`src/rtl/wcrs_pkg.sv`:
```
package wcrs_pkg;

	// Default sizes of the schedule.
	localparam int STEP_BITS_DEF     = 32;
	localparam int PROGRESS_BITS_DEF = 16;
	localparam int TABLE_DEPTH_DEF   = 256;

	// Field and register widths.
	localparam int RATE_W     = 32;
	localparam int REG_W      = 32;
	localparam int APB_ADDR_W = 4;
	localparam int COS_W      = 16;
	localparam int C17_W      = 18;

	// Shared divider sizes.
	localparam int DIV_NUM_W = 64;
	localparam int DIV_DEN_W = 32;
	localparam int DIV_CNT_W = 7;

	// Half pi in Q2.30, used to build the cosine table.
	localparam logic [63:0] HALF_PI_Q30 = 64'd1686629713;

	// One half in the Q0.17 scale of the cosine weight.
	localparam logic [C17_W-1:0] C17_HALF = 18'd65536;

	// Item opcodes.
	localparam logic OP_ADVANCE = 1'b0;
	localparam logic OP_RESTORE = 1'b1;

	typedef enum logic [1:0] {
		REG_BASE,
		REG_FLOOR,
		REG_RAMP,
		REG_SPAN
	} reg_idx_t;

	typedef enum logic [3:0] {
		S_IDLE,
		S_CLASS,
		S_MUL_W,
		S_DIV_GO,
		S_DIV_RUN,
		S_MAP,
		S_LOOK,
		S_MUL_C,
		S_SUM,
		S_DONE
	} wcrs_state_t;

	typedef struct packed {
		logic                 start;
		logic [DIV_CNT_W-1:0] iters;
	} div_ctl_t;

endpackage

```
`src/rtl/wcrs_if.sv`:
```
interface wcrs_req_if;
	logic        valid;
	logic        ready;
	logic        opcode;
	logic [31:0] restore_value;

	modport source (output valid, output opcode, output restore_value, input ready);
	modport sink (input valid, input opcode, input restore_value, output ready);
endinterface

interface wcrs_rsp_if;
	logic        valid;
	logic        ready;
	logic [31:0] rate;
	logic [31:0] step_index;
	logic        config_error;

	modport source (output valid, output rate, output step_index, output config_error,
		input ready);
	modport sink (input valid, input rate, input step_index, input config_error,
		output ready);
endinterface

```
`src/rtl/wcrs_div.sv`:
```
module wcrs_div import wcrs_pkg::*; (
	input  logic                 clk,
	input  logic                 arst_n,
	input  div_ctl_t             ctl,
	input  logic [DIV_DEN_W-1:0] init_rem,
	input  logic [DIV_NUM_W-1:0] dividend,
	input  logic [DIV_DEN_W-1:0] divisor,
	output logic                 done,
	output logic [DIV_NUM_W-1:0] quotient
);

	// Restoring division, one quotient bit per cycle. The partial remainder
	// always stays below the divisor, so it fits the divisor width.
	logic                 busy_q;
	logic                 done_q;
	logic [DIV_CNT_W-1:0] cnt_q;
	logic [DIV_DEN_W-1:0] rem_q;
	logic [DIV_DEN_W-1:0] den_q;
	logic [DIV_NUM_W-1:0] dvd_q;
	logic [DIV_NUM_W-1:0] quo_q;
	logic [DIV_DEN_W:0]   shifted;
	logic                 ge;

	assign shifted = {rem_q, dvd_q[DIV_NUM_W-1]};
	assign ge      = shifted >= {1'b0, den_q};

	always_ff @(posedge clk or negedge arst_n) begin
		if (!arst_n) begin
			busy_q <= 1'b0;
			done_q <= 1'b0;
			cnt_q  <= '0;
		end else begin
			done_q <= 1'b0;
			if (ctl.start) begin
				busy_q <= 1'b1;
				cnt_q  <= ctl.iters;
			end else if (busy_q) begin
				cnt_q <= cnt_q - DIV_CNT_W'(1);
				if (cnt_q == DIV_CNT_W'(1)) begin
					busy_q <= 1'b0;
					done_q <= 1'b1;
				end
			end
		end
	end

	always_ff @(posedge clk) begin
		if (ctl.start) begin
			rem_q <= init_rem;
			den_q <= divisor;
			dvd_q <= dividend;
			quo_q <= '0;
		end else if (busy_q) begin
			rem_q <= ge ? DIV_DEN_W'(shifted - {1'b0, den_q}) : shifted[DIV_DEN_W-1:0];
			dvd_q <= {dvd_q[DIV_NUM_W-2:0], 1'b0};
			quo_q <= {quo_q[DIV_NUM_W-2:0], ge};
		end
	end

	assign done     = done_q;
	assign quotient = quo_q;

endmodule

```
`src/rtl/wcrs_cos_rom.sv`:
```
module wcrs_cos_rom import wcrs_pkg::*; #(
	parameter int TABLE_DEPTH = TABLE_DEPTH_DEF,
	parameter int ADDR_W      = $clog2(TABLE_DEPTH)
) (
	input  logic             clk,
	input  logic [ADDR_W-1:0] addr,
	output logic [COS_W-1:0]  data
);

	// Entry j is cos(pi*j/(2*TABLE_DEPTH)) in unsigned Q0.16, from an
	// eleven-term Taylor series on a Q30 angle, rounded and saturated.
	function automatic logic [COS_W-1:0] cos_entry(input int unsigned j);
		logic [63:0]        x;
		logic [63:0]        x2;
		logic [63:0]        t;
		logic signed [63:0] sum;
		logic [63:0]        v;
		x   = (HALF_PI_Q30 * 64'(j) + 64'(TABLE_DEPTH / 2)) / 64'(TABLE_DEPTH);
		x2  = (x * x + (64'd1 << 29)) >> 30;
		t   = 64'd1 << 30;
		sum = 64'sd1 <<< 30;
		for (int k = 1; k <= 10; k++) begin
			t = (t * x2) >> 30;
			case (k)
				1:       t = t / 64'd2;
				2:       t = t / 64'd12;
				3:       t = t / 64'd30;
				4:       t = t / 64'd56;
				5:       t = t / 64'd90;
				6:       t = t / 64'd132;
				7:       t = t / 64'd182;
				8:       t = t / 64'd240;
				9:       t = t / 64'd306;
				default: t = t / 64'd380;
			endcase
			if (k % 2 == 1) begin
				sum = sum - $signed(t);
			end else begin
				sum = sum + $signed(t);
			end
		end
		if (sum < 0) begin
			sum = 0;
		end
		if (sum > (64'sd1 <<< 30)) begin
			sum = 64'sd1 <<< 30;
		end
		v = ($unsigned(sum) + (64'd1 << 13)) >> 14;
		if (v > 64'd65535) begin
			v = 64'd65535;
		end
		return v[COS_W-1:0];
	endfunction

	logic [COS_W-1:0] tab [TABLE_DEPTH];
	logic [COS_W-1:0] data_q;

	for (genvar j = 0; j < TABLE_DEPTH; j++) begin : g_tab
		localparam logic [COS_W-1:0] ENTRY = cos_entry(j);
		assign tab[j] = ENTRY;
	end

	always_ff @(posedge clk) begin
		data_q <= tab[addr];
	end

	assign data = data_q;

endmodule

```
`src/rtl/warmup_cosine_rate_schedule.sv`:
```
// Restore item: loads the step counter, gives no result.
// Advance item: the output register is loaded in the done state once the output is free;
// fast paths reach it from the class state, cosine decay via the shared one-bit-per-cycle
// divider, then map, look, multiply and sum; warmup via multiply and 64 divider quotient bits.
// One item is in work at a time; the next is taken the cycle after the result is loaded.
// Reset (arst_n low, asynchronous) clears the counter and sets the configuration registers.
module warmup_cosine_rate_schedule import wcrs_pkg::*; #(
	parameter int STEP_BITS     = STEP_BITS_DEF,
	parameter int PROGRESS_BITS = PROGRESS_BITS_DEF,
	parameter int TABLE_DEPTH   = TABLE_DEPTH_DEF
) (
	input  logic                  clk,
	input  logic                  arst_n,
	input  logic                  psel,
	input  logic                  penable,
	input  logic                  pwrite,
	input  logic [APB_ADDR_W-1:0] paddr,
	input  logic [REG_W-1:0]      pwdata,
	output logic [REG_W-1:0]      prdata,
	output logic                  pready,
	wcrs_req_if.sink              req,
	wcrs_rsp_if.source            rsp
);

	// Comparisons between the counter and the 32-bit registers are done at
	// the wider of the two widths.
	localparam int CMP_W  = (STEP_BITS > REG_W) ? STEP_BITS : REG_W;
	localparam int D2     = 2 * TABLE_DEPTH;
	localparam int HW     = $clog2(D2 + 1);
	localparam int ADDR_W = $clog2(TABLE_DEPTH);
	localparam int MAP_W  = PROGRESS_BITS + HW + 2;

	localparam logic [CMP_W-1:0] STEP_MAX_EXT = CMP_W'({STEP_BITS{1'b1}});

	// ------------------------------------------------------------------
	// Configuration registers. Writes complete in the APB access cycle.
	// ------------------------------------------------------------------
	logic [REG_W-1:0] base_q;
	logic [REG_W-1:0] floor_q;
	logic [REG_W-1:0] ramp_q;
	logic [REG_W-1:0] span_q;
	reg_idx_t         reg_idx;
	logic             cfg_wr;

	assign pready  = 1'b1;
	assign reg_idx = reg_idx_t'(paddr[3:2]);
	assign cfg_wr  = psel && penable && pwrite && pready;

	always_ff @(posedge clk or negedge arst_n) begin
		if (!arst_n) begin
			base_q  <= '0;
			floor_q <= '0;
			ramp_q  <= '0;
			span_q  <= REG_W'(1);
		end else if (cfg_wr) begin
			unique case (reg_idx)
				REG_BASE:  base_q  <= pwdata;
				REG_FLOOR: floor_q <= pwdata;
				REG_RAMP:  ramp_q  <= pwdata;
				REG_SPAN:  span_q  <= pwdata;
				default:   ;
			endcase
		end
	end

	always_comb begin
		unique case (reg_idx)
			REG_BASE:  prdata = base_q;
			REG_FLOOR: prdata = floor_q;
			REG_RAMP:  prdata = ramp_q;
			REG_SPAN:  prdata = span_q;
			default:   prdata = '0;
		endcase
	end

	// ------------------------------------------------------------------
	// Sequencer and datapath state.
	// ------------------------------------------------------------------
	wcrs_state_t            state_q;
	wcrs_state_t            state_d;
	logic [STEP_BITS-1:0]   counter_q;
	logic                   out_valid_q;
	logic                   warm_q;
	logic [RATE_W-1:0]      rate_q;
	logic [2*REG_W-1:0]     prod_q;
	logic [PROGRESS_BITS-1:0] p_q;
	logic [HW-1:0]          h_q;
	logic                   upper_q;
	logic                   zero_q;
	logic [RATE_W-1:0]      out_rate_q;
	logic [REG_W-1:0]       out_step_q;
	logic                   out_err_q;

	logic                   in_acc;
	logic                   out_load;
	div_ctl_t               div_ctl;
	logic                   div_done;
	logic [DIV_NUM_W-1:0]   div_quo;

	// Step and register views used by the rate rules.
	logic [CMP_W-1:0]     step_ext;
	logic [CMP_W-1:0]     ramp_ext;
	logic [CMP_W-1:0]     span_ext;
	logic [REG_W-1:0]     step32;
	logic                 cfg_bad;
	logic                 step_zero;
	logic                 in_warm;
	logic                 past_end;
	logic [REG_W-1:0]     num;
	logic [REG_W-1:0]     den;

	assign step_ext  = CMP_W'(counter_q);
	assign ramp_ext  = CMP_W'(ramp_q);
	assign span_ext  = CMP_W'(span_q);
	assign step32    = REG_W'(step_ext);
	assign cfg_bad   = (span_q == '0) || (ramp_q > span_q) || (floor_q > base_q);
	assign step_zero = (counter_q == '0);
	assign in_warm   = (ramp_q != '0) && (step_ext <= ramp_ext);
	assign past_end  = (step_ext >= span_ext);
	// In the decay branch ramp < step < span, so both fit 32 bits and den > 0.
	assign num       = step32 - ramp_q;
	assign den       = span_q - ramp_q;

	// Restore value: clamp to the schedule length, then to the counter range.
	logic [REG_W-1:0] rest_min;
	logic [CMP_W-1:0] rest_ext;
	logic [CMP_W-1:0] rest_sat;

	assign rest_min = (req.restore_value < span_q) ? req.restore_value : span_q;
	assign rest_ext = CMP_W'(rest_min);
	assign rest_sat = (rest_ext > STEP_MAX_EXT) ? STEP_MAX_EXT : rest_ext;

	// ------------------------------------------------------------------
	// Shared multiplier: base*step in warmup, (base-floor)*weight in decay.
	// ------------------------------------------------------------------
	logic [REG_W-1:0]   mul_a;
	logic [REG_W-1:0]   mul_b;
	logic [COS_W-1:0]   rom_data;
	logic [COS_W-1:0]   cos_val;
	logic [C17_W-1:0]   c17;

	assign cos_val = zero_q ? '0 : rom_data;
	// Weight 0.5*(1+cos) in Q0.17: the table gives the first quarter wave and
	// its mirror gives the second.
	assign c17     = upper_q ? (C17_HALF + C17_W'(cos_val)) : (C17_HALF - C17_W'(cos_val));
	assign mul_a   = warm_q ? base_q : (base_q - floor_q);
	assign mul_b   = warm_q ? step32 : REG_W'(c17);

	// ------------------------------------------------------------------
	// Progress to half-wave table position, rounded half up and clamped.
	// ------------------------------------------------------------------
	logic [MAP_W-1:0] map_sum;
	logic [MAP_W-1:0] h_raw;
	logic [HW-1:0]    h_next;

	assign map_sum = MAP_W'(p_q) * MAP_W'(D2) + (MAP_W'(1) << (PROGRESS_BITS - 1));
	assign h_raw   = map_sum >> PROGRESS_BITS;
	assign h_next  = (h_raw > MAP_W'(D2)) ? HW'(D2) : HW'(h_raw);

	// Table address: the position itself in the first quarter, its mirror in
	// the second. The exact quarter point reads as zero.
	logic              look_upper;
	logic              look_zero;
	logic [ADDR_W-1:0] rom_addr;

	assign look_upper = (h_q <= HW'(TABLE_DEPTH));
	assign look_zero  = (h_q == HW'(TABLE_DEPTH));
	always_comb begin
		if (look_zero) begin
			rom_addr = '0;
		end else if (look_upper) begin
			rom_addr = ADDR_W'(h_q);
		end else begin
			rom_addr = ADDR_W'(HW'(D2) - h_q);
		end
	end

	wcrs_cos_rom #(
		.TABLE_DEPTH (TABLE_DEPTH),
		.ADDR_W      (ADDR_W)
	) u_rom (
		.clk  (clk),
		.addr (rom_addr),
		.data (rom_data)
	);

	// The divider either forms base*step/ramp (64 quotient bits from the
	// registered product) or the progress fraction num/den, which needs only
	// PROGRESS_BITS quotient bits because num < den.
	wcrs_div u_div (
		.clk      (clk),
		.arst_n   (arst_n),
		.ctl      (div_ctl),
		.init_rem (warm_q ? '0 : num),
		.dividend (warm_q ? prod_q : '0),
		.divisor  (warm_q ? ramp_q : den),
		.done     (div_done),
		.quotient (div_quo)
	);

	// ------------------------------------------------------------------
	// Next state.
	// ------------------------------------------------------------------
	always_comb begin
		state_d = state_q;
		unique case (state_q)
			S_IDLE: begin
				if (in_acc && req.opcode == OP_ADVANCE) begin
					state_d = S_CLASS;
				end
			end
			S_CLASS: begin
				if (cfg_bad || step_zero) begin
					state_d = S_DONE;
				end else if (in_warm) begin
					state_d = S_MUL_W;
				end else if (past_end) begin
					state_d = S_DONE;
				end else begin
					state_d = S_DIV_GO;
				end
			end
			S_MUL_W:   state_d = S_DIV_GO;
			S_DIV_GO:  state_d = S_DIV_RUN;
			S_DIV_RUN: begin
				if (div_done) begin
					state_d = warm_q ? S_DONE : S_MAP;
				end
			end
			S_MAP:     state_d = S_LOOK;
			S_LOOK:    state_d = S_MUL_C;
			S_MUL_C:   state_d = S_SUM;
			S_SUM:     state_d = S_DONE;
			S_DONE: begin
				if (out_load) begin
					state_d = S_IDLE;
				end
			end
			default:   state_d = S_IDLE;
		endcase
	end

	// ------------------------------------------------------------------
	// Sequencer outputs.
	// ------------------------------------------------------------------
	always_comb begin
		req.ready     = (state_q == S_IDLE);
		in_acc        = req.valid && (state_q == S_IDLE);
		out_load      = (state_q == S_DONE) && (!out_valid_q || rsp.ready);
		div_ctl.start = (state_q == S_DIV_GO);
		div_ctl.iters = warm_q ? DIV_CNT_W'(DIV_NUM_W) : DIV_CNT_W'(PROGRESS_BITS);
	end

	// ------------------------------------------------------------------
	// Control registers.
	// ------------------------------------------------------------------
	always_ff @(posedge clk or negedge arst_n) begin
		if (!arst_n) begin
			state_q     <= S_IDLE;
			counter_q   <= '0;
			out_valid_q <= 1'b0;
		end else begin
			state_q <= state_d;
			if (in_acc) begin
				if (req.opcode == OP_RESTORE) begin
					counter_q <= STEP_BITS'(rest_sat);
				end else if (CMP_W'(counter_q) != STEP_MAX_EXT) begin
					// The counter holds at the top of its range.
					counter_q <= counter_q + STEP_BITS'(1);
				end
			end
			if (out_load) begin
				out_valid_q <= 1'b1;
			end else if (rsp.ready) begin
				out_valid_q <= 1'b0;
			end
		end
	end

	// ------------------------------------------------------------------
	// Datapath registers.
	// ------------------------------------------------------------------
	always_ff @(posedge clk) begin
		case (state_q) inside
			S_CLASS: begin
				warm_q <= in_warm;
				// A bad configuration or step 0 gives rate 0; past the end gives the floor.
				rate_q <= (cfg_bad || step_zero) ? '0 : floor_q;
			end
			S_MUL_W, S_MUL_C: begin
				prod_q <= mul_a * mul_b;
			end
			S_DIV_RUN: begin
				if (div_done) begin
					rate_q <= RATE_W'(div_quo);
					p_q    <= PROGRESS_BITS'(div_quo);
				end
			end
			S_MAP: begin
				h_q <= h_next;
			end
			S_LOOK: begin
				upper_q <= look_upper;
				zero_q  <= look_zero;
			end
			S_SUM: begin
				rate_q <= floor_q + prod_q[RATE_W+16:17];
			end
			default: ;
		endcase
		if (out_load) begin
			out_rate_q <= rate_q;
			out_step_q <= step32;
			out_err_q  <= cfg_bad;
		end
	end

	assign rsp.valid        = out_valid_q;
	assign rsp.rate         = out_rate_q;
	assign rsp.step_index   = out_step_q;
	assign rsp.config_error = out_err_q;

	// ------------------------------------------------------------------
	// Checks.
	// ------------------------------------------------------------------
	a_div_done_in_run: assert property (@(posedge clk) disable iff (!arst_n)
		div_done |-> state_q == S_DIV_RUN)
		else $error("divider finished outside its wait state");

	a_result_loaded: assert property (@(posedge clk) disable iff (!arst_n)
		out_load |=> out_valid_q && state_q == S_IDLE)
		else $error("finished item did not reach the output register");

	a_restore_silent: assert property (@(posedge clk) disable iff (!arst_n)
		(in_acc && req.opcode == OP_RESTORE) |=> state_q == S_IDLE)
		else $error("restore item started a rate computation");

	a_div_idle_start: assert property (@(posedge clk) disable iff (!arst_n)
		div_ctl.start |=> state_q == S_DIV_RUN && !div_done)
		else $error("divider start not followed by its wait state");

endmodule
```
`src/flat_wrapper.sv`:
```
// flat-port wrapper written by rule: the top's interface ports become plain ports
module warmup_cosine_rate_schedule_flat import wcrs_pkg::*;
#(
	parameter int STEP_BITS     = STEP_BITS_DEF,
	parameter int PROGRESS_BITS = PROGRESS_BITS_DEF,
	parameter int TABLE_DEPTH   = TABLE_DEPTH_DEF
)
  (clk, arst_n, psel, penable, pwrite, paddr, pwdata, prdata, pready, req_valid, req_opcode, req_restore_value, req_ready, rsp_valid, rsp_rate, rsp_step_index, rsp_config_error, rsp_ready);
  wcrs_req_if req_i ();
  wcrs_rsp_if rsp_i ();
  input  logic clk;
  input  logic arst_n;
  input  logic psel;
  input  logic penable;
  input  logic pwrite;
  input  logic [APB_ADDR_W-1:0] paddr;
  input  logic [REG_W-1:0] pwdata;
  output logic [REG_W-1:0] prdata;
  output logic pready;
  input wire logic [$bits(req_i.valid)-1:0] req_valid;
  input wire logic [$bits(req_i.opcode)-1:0] req_opcode;
  input wire logic [$bits(req_i.restore_value)-1:0] req_restore_value;
  output wire logic [$bits(req_i.ready)-1:0] req_ready;
  output wire logic [$bits(rsp_i.valid)-1:0] rsp_valid;
  output wire logic [$bits(rsp_i.rate)-1:0] rsp_rate;
  output wire logic [$bits(rsp_i.step_index)-1:0] rsp_step_index;
  output wire logic [$bits(rsp_i.config_error)-1:0] rsp_config_error;
  input wire logic [$bits(rsp_i.ready)-1:0] rsp_ready;
  assign req_i.valid = req_valid;
  assign req_i.opcode = req_opcode;
  assign req_i.restore_value = req_restore_value;
  assign req_ready = req_i.ready;
  assign rsp_valid = rsp_i.valid;
  assign rsp_rate = rsp_i.rate;
  assign rsp_step_index = rsp_i.step_index;
  assign rsp_config_error = rsp_i.config_error;
  assign rsp_i.ready = rsp_ready;
  warmup_cosine_rate_schedule #(.STEP_BITS(STEP_BITS), .PROGRESS_BITS(PROGRESS_BITS), .TABLE_DEPTH(TABLE_DEPTH)) u_core (.clk(clk), .arst_n(arst_n), .psel(psel), .penable(penable), .pwrite(pwrite), .paddr(paddr), .pwdata(pwdata), .prdata(prdata), .pready(pready), .req(req_i), .rsp(rsp_i));
endmodule
```
`config.mk`:
```
export PLATFORM = sky130hd
export DESIGN_NAME = warmup_cosine_rate_schedule_flat
export DESIGN_NICKNAME = d
export VERILOG_FILES = /design/src/rtl/wcrs_pkg.sv /design/src/rtl/wcrs_if.sv /design/src/rtl/wcrs_div.sv /design/src/rtl/wcrs_cos_rom.sv /design/src/rtl/warmup_cosine_rate_schedule.sv /design/src/flat_wrapper.sv
export SDC_FILE = /design/constraint.sdc
export NUM_CORES = 2
export LEC_CHECK = 0
export ABC_AREA = 1
export ABC_CLOCK_PERIOD_IN_PS = 23000
export BUFFER_PORTS_ARGS = -buffer_cell sky130_fd_sc_hd__buf_2
export CELL_PAD_IN_SITES_DETAIL_PLACEMENT = 0
export CELL_PAD_IN_SITES_GLOBAL_PLACEMENT = 1
export CORE_MARGIN = 2
export CORE_UTILIZATION = 50
export CTS_BUF_LIST = sky130_fd_sc_hd__clkbuf_4 sky130_fd_sc_hd__clkbuf_8
export CTS_CLUSTER_DIAMETER = 200
export DETAILED_ROUTE_END_ITERATION = 8
export PLACE_DENSITY = 0.8
export SLEW_MARGIN = 20
export SYNTH_ARGS = -nofsm -noshare
export SYNTH_HDL_FRONTEND = slang
export SYNTH_SLANG_ARGS = --single-unit
```
`constraint.sdc`:
```
create_clock -name clk -period 23 [get_ports clk]
set_clock_uncertainty 0.1 [all_clocks]
set_input_delay 4.6 -clock clk [delete_from_list [all_inputs] [get_ports clk]]
set_output_delay 4.6 -clock clk [all_outputs]
set_load 0.01 [all_outputs]
```
==> results.md <==
- The run finished, with violations left.
- The checks that failed: DRC.
- The number of setup violations in the final report is 0.
- Dividing the detail-routed via count by the number of cells gives 5.814.
- Hold repair after CTS inserted 0 buffers.
- The CTS root buffer is clkbuf_8.
- The async set-reset flop share out of synthesis is 32.58%.
- The number of endpoints with negative hold slack in the final report is 0.
- The ratio of final minimum period to clock period is 46.83%.
- The global-route wire length before repair is 435600 µm.
- The region available for standard cell placement spans 143700 µm².
- Counting both buffers and inverters, the worst setup path holds a total of 4.
- The cell family contributing the most delay on the critical path is adder cells.
- The critical path startpoint category is a flop.
- The worst hold path terminates at u_core.rsp.rate[30].
- The share of the Yosys chip area taken by registers is 20.29%.
- Once the floorplan was initialized, standard cells occupied 50.39% of the core.
- The final total negative setup slack is 0 ps.
- After clock tree synthesis, the repair step resized 0 gates.
- The count of nets left with antenna violations after detail routing is 0.
- Averaged over all synthesized cells, the footprint is 7.643 µm².
- After clock tree synthesis, the clock-pin slew on the worst setup and hold paths is 70 ps.
- The floorplan step defined a die boundary enclosing 147800 µm².
- In the final routed layout, each cell accounts on average for 25.78 µm.
- No sink is reached through more buffers than the 3 on the longest clock path.
- Measured against its own limit, the worst slew margin works out to 26.05%.
- The capture instance of the worst register-to-register path is u_core.prod_q[39].
- The critical path endpoint category is a flop.
- Counting instances, the worst hold path has a depth of 0.
- The startpoint identified for the worst register-to-register timing path is u_core.base_q[10].
- The half-perimeter wire length after detailed placement is 239800 µm.
- The cell area after synthesis is 72380 µm².
- The area growth from synthesis to layout is 6.823%.
- At the end of routability-driven placement, the weighted congestion stood at 1.025.
- Setup repair after global routing left no endpoint under its margin.
- The clock latency at the later pin of the worst-skew pair is 850 ps.
- The critical path is of the flop to flop type.
- The worst register-to-register path has a setup slack of 12230 ps.
- In this run, synthesis produced a sequential element count of 534.
- The most repeated library cell on the critical path is fa_1.
- The H-tree generated during clock tree synthesis spans 3 levels.
- The final routed wirelength across all metal layers is 296900 µm.
- The logic depth of the worst register-to-register path is 32.
- The most used flip-flop cell after synthesis is edfxtp_1.
- The slack of the critical path is 12230 ps.
- The count of buffers added on input and output ports is 172.
- Among all stages on the critical path, the largest delay is contributed by dfrtp_1.
- The minimum setup slack after placement is 12350 ps.
- Cells with a size suffix above 1 make up 6.622% of the layout.
- In this run the worst path has a maximum fanout of 15.
- The critical path's largest stage delay is 1030 ps.
- The number of primary I/O pins is 176.
- The number of nets in the finished design is 11010.
- The die is 384.5 µm wide.
- The height of the chip is 384.5 µm.
- The number of flops mapped to enable cells by yosys is 312.
- The number of buffers inserted during clock tree synthesis is 96.
- Across the run, the number of max-cap violations was 0.
- The number of sinks on the clock net is 534.
- The via count of the routed design is 66960.
- The Yosys step of the flow raised 0 warnings.
- Entering global routing, the biggest net connects 100 pins.
- Before antenna repair, the detailed router went through 9 iterations.
- Synthesis produced a netlist with a net count of 10950.
- In this run, the number of DRC markers left after iteration 0 of detailed routing was 6457.
- For the worst setup path, the data arrival time is 11160 ps.
- The global router's overall resource usage is 40.32%.
- The number of core rows is 139.
- In the routed design, unresolved DRC markers number 22.
- The actual slew at the worst max-slew pin is 1107 ps.
- The count of pins over their slew limit is 0.
- The path class of the tightest hold or removal check is flop to flop.
- TritonCTS built the clock tree.
- The global route total overflow is 0.
- Data on the critical path is required at its endpoint by 23390 ps.
- The routed design could run at a clock period as short as 10770 ps.
- Yosys mapped the design onto 64 distinct sky130hd cell types.
- The via count of the first global-routing pass is 66820.
- The maximum clock rate is 0.09283 GHz.
- The number of buffers inserted to repair setup after CTS is 0.
- The startpoint of the lowest-slack hold path is u_core.rate_q[30].
- The initial antenna violation count is 22.
- The gate count after technology mapping is 9470.
[through the flow]
step / hold WS, ps / cell area, µm² / util, % / cells
finish: 314.8 / 77320 / 53.82 / 11520
global route: 316.3 / 77300 / 53.81 / 11510
CTS: 313.3 / 77290 / 53.80 / 11510
detailed placement: 304.5 / 75110 / 52.28 / 11330
global placement: 301.8 / 75110 / 52.28 / 11330
floorplan: 300.3 / 72380 / - / 9470
[synth_stat cells, types with 63 or more instances]
master | n | area, µm²
fa_1 | 901 | 18040
buf_2 | 74 | 370.4
o21ai_0 | 395 | 1977
nand4_1 | 63 | 394.1
clkbuf_1 | 201 | 754.5
edfxtp_1 | 312 | 9369
ha_1 | 507 | 6344
nor3_1 | 65 | 325.3
nand2_1 | 2155 | 8089
xor2_1 | 112 | 980.9
a21oi_1 | 453 | 2267
dfrtp_1 | 173 | 4329
inv_1 | 1688 | 6336
nand3_1 | 589 | 2948
nor2_1 | 1073 | 4028
[cells by family (layout without fill, tap and decap cells)]
logic type	Yosys count	count (layout)	share of synthesized area, %
flip-flops	534	534	20.29
XOR/XNOR	152	152	1.839
AND/OR/NAND/NOR	4140	4140	23.74
multiplexers	1	1	0.01556
other	1	11	0.005181
AO/OA/AOI/OAI	1184	1184	9.421
buffers and inverters	2050	2185	11.01
adder cells (fa/ha/maj)	1408	1408	33.68
[cell type report]
cell class              instances  area [µm²]
diodes                         10       25.02
clock buffers                 146        1778
clock inverters                33       406.6
fillers                     14080       66330
inverters                    1719        6459
multi-input cells            6886       49840
flip-flops and latches        534       14690
well taps                    1903        2381
repair buffers                287        1749
[worst max-delay path by stage]
stage                                 start                 to  slack (ps)  depth (start not counted)
after global placement             paddr[3]          prdata[0]       12370                          7
after global routing      u_core.base_q[10]  u_core.prod_q[46]       11830                         36
final                     u_core.base_q[10]  u_core.prod_q[39]       12230                         32
after CTS                          paddr[3]          prdata[3]       12350                          7
after detailed placement           paddr[3]          prdata[3]       12350                          7
after floorplan                    paddr[2]         prdata[11]       12760                          6
[per-layer routing]
layer	global-route usage, %	up-vias	share of wire, %
met5	0	-	0.0071
met3	8.791	885	10
met2	61.01	3557	44
met4	26.63	4	7.9
li1	-	29900	-
met1	52.09	32620	38
[state kept, by name, summed over array words and instances, names as in the netlist, 4 cells and up]
| signal | count |
|---|---|
| u_core.ramp_ext | 32 |
| u_core.u_div.quotient | 32 |
| u_core.rsp.step_index | 32 |
| u_core.rate_q | 32 |
| u_core.prod_q | 64 |
| u_core.floor_q | 32 |
| u_core.counter_q | 32 |
| u_core.u_div.dvd_q | 64 |
| u_core.rsp.rate | 32 |
| u_core.u_div.cnt_q | 7 |
| u_core.state_q | 4 |
| u_core.p_q | 10 |
| u_core.u_rom.data | 16 |
| u_core.u_div.rem_q | 32 |
| u_core.span_ext | 32 |
| u_core.h_q | 10 |
| u_core.base_q | 32 |
| u_core.u_div.den_q | 32 |
[worst register-to-register path: cells and delay by family (launching register included)]
| kind | cells | cell delay (ps) |
|---|---|---|
| adder cells (fa/ha/maj) | 10 | 4860 |
| AO/OA/AOI/OAI | 7 | 1830 |
| AND/OR/NAND/NOR | 10 | 1800 |
| flip-flops | 1 | 1030 |
| XOR/XNOR | 1 | 570 |
| buffers and inverters | 4 | 240 |
[layout by cell type, fill, tap and decap left out, types with 21 or more instances in the layout]
cell type and instances:
nand2_1 2154, inv_1 1685, nor2_1 1063, fa_1 901
nand3_1 589, ha_1 507, a21oi_1 452, o21ai_0 387
edfxtp_1 312, dfrtp_1 173, buf_2 171, buf_4 113
xor2_1 112, clkbuf_8 110, nor3_1 65, nand4_1 63
o21bai_1 50, nand3b_1 48, dfxtp_1 48, nand2_2 40
xnor2_1 40, o2111ai_1 39, a21o_1 37, clkbuf_4 37
o211ai_1 35, a22oi_1 31, a31oi_1 29, nor4_1 26
o21ai_1 25, nor2_2 24, o21ai_2 24, clkinv_1 22
a21boi_0 21
Power is not shown: default switching activity piles up to over one toggle a cycle in this logic, so the estimate is an artifact.
